### src/sv/csvt_pkg.sv
// Package for the CSV field tokenizer: character codes, parser modes, result kinds and types.
`default_nettype none

package csvt_pkg;

  localparam logic [7:0] CH_QUOTE   = 8'd34;
  localparam logic [7:0] CH_SPACE   = 8'd32;
  localparam logic [7:0] CH_TAB     = 8'd9;
  localparam logic [7:0] CH_NEWLINE = 8'd10;
  localparam logic [7:0] CH_COMMA   = 8'd44;

  localparam logic ACT_BYTE = 1'b0;
  localparam logic ACT_END  = 1'b1;

  localparam logic [2:0] M_START    = 3'd0;
  localparam logic [2:0] M_PLAIN    = 3'd1;
  localparam logic [2:0] M_PLAIN_Q  = 3'd2;
  localparam logic [2:0] M_QUOTED   = 3'd3;
  localparam logic [2:0] M_QUOTED_Q = 3'd4;
  localparam logic [2:0] M_BLANKS   = 3'd5;
  localparam logic [2:0] M_ERROR    = 3'd6;

  localparam logic [2:0] K_BYTE   = 3'd0;
  localparam logic [2:0] K_FIELD  = 3'd1;
  localparam logic [2:0] K_RECORD = 3'd2;
  localparam logic [2:0] K_EMPTY  = 3'd3;
  localparam logic [2:0] K_ERROR  = 3'd4;

  localparam logic E_QUOTE = 1'b0;
  localparam logic E_TRAIL = 1'b1;

  typedef struct packed {
    logic [2:0] kind;
    logic [7:0] byte_val;
    logic       err;
  } result_t;

  typedef struct packed {
    logic       push;
    result_t    res;
    logic [2:0] mode_nxt;
    logic       line_nxt;
  } step_t;

endpackage

`default_nettype wire

### src/sv/csvt_step.sv
// Next-state and result decode for one input request of the CSV tokenizer.
`default_nettype none

module csvt_step (
  input  wire logic         action,
  input  wire logic [7:0]   data_byte,
  input  wire logic [7:0]   delimiter,
  input  wire logic [2:0]   mode,
  input  wire logic         line_start,
  output csvt_pkg::step_t   step
);
  import csvt_pkg::*;

  logic is_nl, is_q, is_delim, is_blank;

  assign is_nl    = (data_byte == CH_NEWLINE);
  assign is_q     = (data_byte == CH_QUOTE);
  assign is_delim = (data_byte == delimiter);
  assign is_blank = (data_byte == CH_SPACE) || (data_byte == CH_TAB);

  always_comb begin
    step          = '0;
    step.mode_nxt = mode;
    step.line_nxt = line_start;
    if (mode >= M_ERROR) begin
      // Silent until reset; the unused mode value behaves the same way.
    end else if (action == ACT_END) begin
      if (mode == M_PLAIN_Q) begin
        step.push     = 1'b1;
        step.res.kind = K_ERROR;
        step.res.err  = E_QUOTE;
        step.mode_nxt = M_ERROR;
      end else if (!(mode == M_START && line_start)) begin
        step.push     = 1'b1;
        step.res.kind = K_RECORD;
        step.mode_nxt = M_START;
        step.line_nxt = 1'b1;
      end
    end else begin
      unique case (mode)
        M_START: begin
          if (is_nl) begin
            step.push     = 1'b1;
            step.res.kind = line_start ? K_EMPTY : K_RECORD;
            step.line_nxt = 1'b1;
          end else begin
            step.line_nxt = 1'b0;
            if (is_q) begin
              step.mode_nxt = M_QUOTED;
            end else if (is_delim) begin
              step.push     = 1'b1;
              step.res.kind = K_FIELD;
            end else begin
              step.push         = 1'b1;
              step.res.kind     = K_BYTE;
              step.res.byte_val = data_byte;
              step.mode_nxt     = M_PLAIN;
            end
          end
        end
        M_PLAIN: begin
          if (is_nl) begin
            step.push     = 1'b1;
            step.res.kind = K_RECORD;
            step.mode_nxt = M_START;
            step.line_nxt = 1'b1;
          end else if (is_q) begin
            step.mode_nxt = M_PLAIN_Q;
          end else if (is_delim) begin
            step.push     = 1'b1;
            step.res.kind = K_FIELD;
            step.mode_nxt = M_START;
          end else begin
            step.push         = 1'b1;
            step.res.kind     = K_BYTE;
            step.res.byte_val = data_byte;
          end
        end
        M_PLAIN_Q: begin
          step.push = 1'b1;
          if (is_q) begin
            step.res.kind     = K_BYTE;
            step.res.byte_val = CH_QUOTE;
            step.mode_nxt     = M_PLAIN;
          end else begin
            step.res.kind = K_ERROR;
            step.res.err  = E_QUOTE;
            step.mode_nxt = M_ERROR;
          end
        end
        M_QUOTED: begin
          if (is_q) begin
            step.mode_nxt = M_QUOTED_Q;
          end else begin
            step.push         = 1'b1;
            step.res.kind     = K_BYTE;
            step.res.byte_val = data_byte;
          end
        end
        M_QUOTED_Q, M_BLANKS: begin
          if (mode == M_QUOTED_Q && is_q) begin
            step.push         = 1'b1;
            step.res.kind     = K_BYTE;
            step.res.byte_val = CH_QUOTE;
            step.mode_nxt     = M_QUOTED;
          end else if (is_nl) begin
            step.push     = 1'b1;
            step.res.kind = K_RECORD;
            step.mode_nxt = M_START;
            step.line_nxt = 1'b1;
          end else if (is_delim) begin
            step.push     = 1'b1;
            step.res.kind = K_FIELD;
            step.mode_nxt = M_START;
          end else if (is_blank) begin
            step.mode_nxt = M_BLANKS;
          end else begin
            step.push     = 1'b1;
            step.res.kind = K_ERROR;
            step.res.err  = E_TRAIL;
            step.mode_nxt = M_ERROR;
          end
        end
        default: begin
        end
      endcase
    end
  end

endmodule

`default_nettype wire

### src/sv/csvt_out_buf.sv
// Two-entry result buffer that separates the parser from the result channel's stall.
`default_nettype none

module csvt_out_buf (
  input  wire logic              clk,
  input  wire logic              rst_n,
  input  wire logic              push,
  input  wire csvt_pkg::result_t push_res,
  output logic                   full,
  output logic                   out_valid,
  input  wire logic              out_stall,
  output csvt_pkg::result_t      out_res
);
  import csvt_pkg::*;

  result_t    slot_r [2];
  logic       wr_ptr_r, wr_ptr_nxt;
  logic       rd_ptr_r, rd_ptr_nxt;
  logic [1:0] count_r, count_nxt;
  logic       pop;

  assign full      = (count_r == 2'd2);
  assign out_valid = (count_r != 2'd0);
  assign pop       = out_valid && !out_stall;
  assign out_res   = slot_r[rd_ptr_r];

  always_comb begin
    wr_ptr_nxt = push ? ~wr_ptr_r : wr_ptr_r;
    rd_ptr_nxt = pop  ? ~rd_ptr_r : rd_ptr_r;
    count_nxt  = count_r + {1'b0, push} - {1'b0, pop};
  end

  always_ff @(posedge clk) begin
    if (!rst_n) begin
      wr_ptr_r <= 1'b0;
      rd_ptr_r <= 1'b0;
      count_r  <= 2'd0;
    end else begin
      wr_ptr_r <= wr_ptr_nxt;
      rd_ptr_r <= rd_ptr_nxt;
      count_r  <= count_nxt;
    end
  end

  always_ff @(posedge clk) begin
    if (push) begin
      slot_r[wr_ptr_r] <= push_res;
    end
  end

  a_count_range: assert property (@(posedge clk) disable iff (!rst_n)
    count_r != 2'd3) else $error("result buffer count out of range");

  a_no_push_full: assert property (@(posedge clk) disable iff (!rst_n)
    full |-> !push) else $error("push into a full result buffer");

  a_count_up: assert property (@(posedge clk) disable iff (!rst_n)
    (push && !pop) |=> count_r == $past(count_r) + 2'd1)
    else $error("result buffer count did not advance on push");

endmodule

`default_nettype wire

### src/sv/csv_field_tokenizer.sv
// Top level of the streaming CSV field tokenizer: mode, delimiter and result buffer.
//
//  Channel  Direction  Handshake            Payload
//  in_      request    in_valid / in_stall  in_action, in_data_byte
//  out_     result     out_valid/out_stall  out_kind, out_byte, out_error_code
//  cfg_     write      cfg_valid/cfg_ready  cfg_data (delimiter)
//
// One input request is taken every cycle while in_stall is low; its result,
// if it has one, is registered in the result buffer and offered from its head.
// The parser mode register is updated in the same cycle that a request is accepted.
// A two-entry result buffer lets requests keep flowing while one result waits;
// in_stall rises only when both entries are occupied.
// Reset (rst_n low, synchronous) restores the comma delimiter, field start and
// line start, and empties the result buffer.
`default_nettype none

module csv_field_tokenizer (
  input  wire logic       clk,
  input  wire logic       rst_n,
  input  wire logic       in_valid,
  output logic            in_stall,
  input  wire logic       in_action,
  input  wire logic [7:0] in_data_byte,
  output logic            out_valid,
  input  wire logic       out_stall,
  output logic [2:0]      out_kind,
  output logic [7:0]      out_byte,
  output logic            out_error_code,
  input  wire logic       cfg_valid,
  output logic            cfg_ready,
  input  wire logic [7:0] cfg_data
);
  import csvt_pkg::*;

  // Parser state: current mode and whether any byte of this line has been taken.
  logic [2:0] mode_r, mode_nxt;
  logic       line_r, line_nxt;
  logic [7:0] delim_r, delim_nxt;
  logic       in_accept;
  logic       buf_full;
  step_t      step;
  result_t    res;

  // The configuration port never holds off a write.
  assign cfg_ready = 1'b1;

  assign in_stall  = buf_full;
  assign in_accept = in_valid && !in_stall;

  // Work out the effect of the offered request against the present state.
  csvt_step u_step (
    .action     (in_action),
    .data_byte  (in_data_byte),
    .delimiter  (delim_r),
    .mode       (mode_r),
    .line_start (line_r),
    .step       (step)
  );

  // Mode and line state only move when the request is actually taken.
  always_comb begin
    mode_nxt  = in_accept ? step.mode_nxt : mode_r;
    line_nxt  = in_accept ? step.line_nxt : line_r;
    delim_nxt = (cfg_valid && cfg_ready) ? cfg_data : delim_r;
  end

  always_ff @(posedge clk) begin
    if (!rst_n) begin
      mode_r  <= M_START;
      line_r  <= 1'b1;
      delim_r <= CH_COMMA;
    end else begin
      mode_r  <= mode_nxt;
      line_r  <= line_nxt;
      delim_r <= delim_nxt;
    end
  end

  // Results are registered in the buffer; the output ports read its head entry.
  csvt_out_buf u_out_buf (
    .clk       (clk),
    .rst_n     (rst_n),
    .push      (in_accept && step.push),
    .push_res  (step.res),
    .full      (buf_full),
    .out_valid (out_valid),
    .out_stall (out_stall),
    .out_res   (res)
  );

  assign out_kind       = res.kind;
  assign out_byte       = res.byte_val;
  assign out_error_code = res.err;

  // Once in the error mode the parser must stay silent.
  a_error_silent: assert property (@(posedge clk) disable iff (!rst_n)
    (mode_r >= M_ERROR) |-> !step.push)
    else $error("result produced while in the error mode");

  // An error result always parks the parser in the error mode.
  a_error_sticks: assert property (@(posedge clk) disable iff (!rst_n)
    (in_accept && step.push && step.res.kind == K_ERROR) |=> mode_r == M_ERROR)
    else $error("error result without entering the error mode");

  // An empty record can only come from a newline at the start of a line.
  a_empty_line: assert property (@(posedge clk) disable iff (!rst_n)
    (in_accept && step.push && step.res.kind == K_EMPTY)
      |-> (mode_r == M_START && line_r && in_action == ACT_BYTE))
    else $error("empty record outside line start");

endmodule

`default_nettype wire
### config.mk
export PLATFORM = sky130hd
export DESIGN_NAME = csv_field_tokenizer
export DESIGN_NICKNAME = d
export VERILOG_FILES = /design/src/sv/csvt_pkg.sv /design/src/sv/csvt_step.sv /design/src/sv/csvt_out_buf.sv /design/src/sv/csv_field_tokenizer.sv
export SDC_FILE = /design/constraint.sdc
export NUM_CORES = 1
export LEC_CHECK = 0
export BUFFER_PORTS_ARGS = -buffer_cell sky130_fd_sc_hd__buf_2
export CAP_MARGIN = 5
export CORE_MARGIN = 2
export CORE_UTILIZATION = 49
export DETAILED_ROUTE_END_ITERATION = 10
export GPL_ROUTABILITY_DRIVEN = 1
export GPL_TIMING_DRIVEN = 0
export PLACE_DENSITY = 0.71
export SYNTH_ARGS = -nofsm -noshare
export SYNTH_HDL_FRONTEND = slang
export SYNTH_SLANG_ARGS = --single-unit
### constraint.sdc
create_clock -name clk -period 2.8 [get_ports clk]
set_input_delay 0.56 -clock clk [delete_from_list [all_inputs] [get_ports clk]]
set_output_delay 0.56 -clock clk [all_outputs]
set_load 0.01 [all_outputs]
==> run summary <==
WP buf/inv: 2
Die width: 71.2 um
Placed cell area: 2440 um2
Req. time, crit path: 2.97 ns
Status: completed
WL final: 4520 um
# IOs: 37
CP Launch Type: register
Hold path start: cfg_data[5]
Post-Layout Cell Count: 302
Flops & latches, synth: 41
Crit path max-delay family: compound AO/OA/AOI/OAI gates
Final Core Density: 59.4%
Vias in the first global route: 1,572
CP Launch Point: mode_r[1]
Worst slew pin tran: 0.780 ns
DR pass1 iterations: 5
Mapped cell area: 2210 um2
CTS tree: built
Setup CP Type: reg -> reg
Core area: 4350 um2
Final setup margin: 0.192 ns
1st-iter DRT viols: 85
Class of the worst hold path: in -> reg
WL/cell: 15.0 um
Worst path cell trace: clkbuf_1 -> nor2b_1 -> a32oi_1 -> nand3b_1 -> a31o_2 -> ha_1 -> inv_1 -> ha_1 -> xor2_1 -> xnor2_1 -> nor2_1
Max incr delay on CP: 0.33 ns
Clock Latency Late Sink: 0.29 ns
CTS root buffer: clkbuf_8
Chip Height: 71.2 um
FMAX: 383 MHz
Fraction of layout instances using a drive strength above 1: 27.6%
Cell repeated most along the worst path: ha_1
EDFF count, synth: 24
Hold slack: 0.477 ns
Grt ovf: 0
Crit path capture type: register
Arrival @ worst endpoint: 2.78 ns
Syn avg cell area: 10.6 um2
Remaining DRCs: 0
Nets: 273
Seq/Total Area, Yosys: 48.0%
Die ar.: 5070 um2
GRT Total Usage: 18.8%
Post-route cell area: 2580 um2
RSZ-0062 raised after global routing: no
Clk_skew: 0.00535 ns
Leakage: 1.01 nW
Crit share post-route: 93.2%
Vias: 1,639
Relative max-transition margin: 46.6%
Crit-path max FO: 9
Max IR drop VDD: 0.000386 V
N_diodes: 0
Final setup fails: 0
CTS HTree Levels: 2
Post-synth ARST share: 0%
Initial antenna violation count: 0
Row cnt: 24
Placed wire-length estimate: 3330 um
Syn Nets: 233
First-pass GRT wire length: 7330 um
RR Startpoint: mode_r[1]
Total negative slack: 0 ns
Buffers on Ports: 32
Warnings from Yosys: 0
Tot Pwr: 1.96 mW
Clock slew at reported path FFs: 0.08 ns
Yosys cell types: 47
Starting Density: 50.8%
Max Cap Viol: 0
Placed cells: 293
Pwr/cell area: 758 nW/um2
Final Critical Period: 2.61 ns
Clk sinks: 41
GPL Wtd Cong: 0.898
TritonCTS buffer count: 5
Deepest clock path buffer count: 2
Place WS: -0.426 ns
Slowest-stage cell, CP: clkbuf_1
Max-slew violation count: 0
Largest net degree at the start of global routing: 14
Cells after Synth: 209
Main synth FF type: edfxtp_1
Post-DRT Antenna Nets: 0
Final Hold Vio Count: 0
Layout area overhead: 16.9%
Via density: 5.43
## state kept, by name (all words and copies together) (netlist names), named ones only
| signal | count |
|---|---|
| delim_r | 8 |
| line_r | 1 |
| mode_r | 3 |
| u_out_buf.count_r | 2 |
| u_out_buf.rd_ptr_r | 1 |
| u_out_buf.slot_r | 24 |
| u_out_buf.wr_ptr_r | 1 |
## synth_stat cells, types with 2 or more instances
cell / instances / area, um2
nor2_1: 25 / 93.8
edfxtp_1: 24 / 721
dfxtp_1: 17 / 340
nand2_1: 16 / 60.1
mux2_2: 13 / 146
and2_1: 12 / 75.1
mux2i_1: 10 / 100
xnor2_1: 10 / 87.6
clkbuf_1: 9 / 33.8
a21oi_1: 8 / 40.0
nor2b_1: 6 / 37.5
inv_1: 5 / 18.8
o21ai_0: 5 / 25.0
a2111oi_0: 2 / 17.5
a211oi_1: 2 / 15.0
a211oi_2: 2 / 25.0
a21o_1: 2 / 15.0
a32oi_1: 2 / 17.5
buf_1: 2 / 7.51
ha_1: 2 / 25.0
nand2b_1: 2 / 12.5
nand3b_1: 2 / 15.0
nand4_1: 2 / 12.5
nor3_1: 2 / 10.0
o211ai_1: 2 / 15.0
o21bai_1: 2 / 15.0
o31ai_1: 2 / 15.0
or2_2: 2 / 12.5
## timing repair
item	in CTS	in global routing
hold buffers	0	0
resized for setup	2	1
endpoints found under the hold margin	0	0
setup buffers	0	1
endpoints found under the setup margin	24	1
pin swaps	0	1
## per-layer routing
layer	global-route usage (%)	part of all wire, %	vias to the layer above
li1	-	-	830
met2	29.6	44	54
met5	0	0	-
met3	4.56	7.0	6
met1	25.6	47	749
met4	6.29	1.5	0
## logic make-up after synthesis
| kind of cell | Yosys count | synth area share (%) |
|---|---|---|
| muxes | 23 | 11.1 |
| other | 1 | 0.170 |
| DFF | 41 | 48.0 |
| xor gates and xnor gates | 11 | 4.36 |
| and+or+nand+nor | 77 | 19.0 |
| adders and majority gates | 2 | 1.13 |
| buffers and inverters | 17 | 3.06 |
| AOI/OAI and AO/OA | 37 | 13.1 |
## power by group
part           switching [mW]  total, mW  leakage (nW)  internal (mW)
combinational           0.331      0.605         0.579          0.274
sequential             0.0403      0.794         0.366          0.754
clock                   0.206      0.560        0.0681          0.354
## final timing paths
check / to / slack [ns] / cells past startpoint
setup reg to reg: u_out_buf.count_r[1] / 0.19 / 11
hold / removal: delim_r[5] / 0.48 / 3
hold reg to reg: u_out_buf.wr_ptr_r / 0.49 / 2
setup / recovery: u_out_buf.count_r[1] / 0.19 / 11
## cells in the final DEF, fill, tap and decap left out, drive strengths merged, types with 2 or more instances in the layout
cell type,Yosys,layout
a21o,2,2
o211ai,2,2
edfxtp,24,24
o31ai,2,2
a21oi,8,8
or2,2,2
a211oi,4,4
buf,3,36
nand4,2,2
nand3b,2,2
and2,12,12
nor2b,6,6
mux2,13,13
nand2b,2,2
nor2,25,25
bufinv,0,2
a311oi,2,2
xnor2,10,10
ha,2,2
inv,5,5
o21ai,5,5
nor4bb,2,2
mux2i,10,10
nor3,2,2
a32oi,2,2
clkbuf,9,14
a2111oi,2,2
dfxtp,17,17
nand2,17,17
o21bai,2,2
## worst reg2reg max path, delay by kind of cell (launching register included)
family	cells	cell delay, ns
xor+xnor	2	0.32
flops	1	0.31
fa+ha+maj	2	0.44
compound gates	2	0.63
buf+inv	2	0.39
simple gates	3	0.40
## final cells by class
| type | count | area [um2] |
|---|---|---|
| flip-flops and latches | 41 | 1060 |
| multi-input cells | 151 | 1090 |
| fillers | 370 | 1770 |
| well taps | 52 | 65.1 |
| clock buffers | 5 | 68.8 |
| inverters | 5 | 18.8 |
| repair buffers | 33 | 168 |
| plain buffers | 12 | 48.8 |
| clock inverters | 3 | 65.1 |
Power figures use the tool's default switching activity.
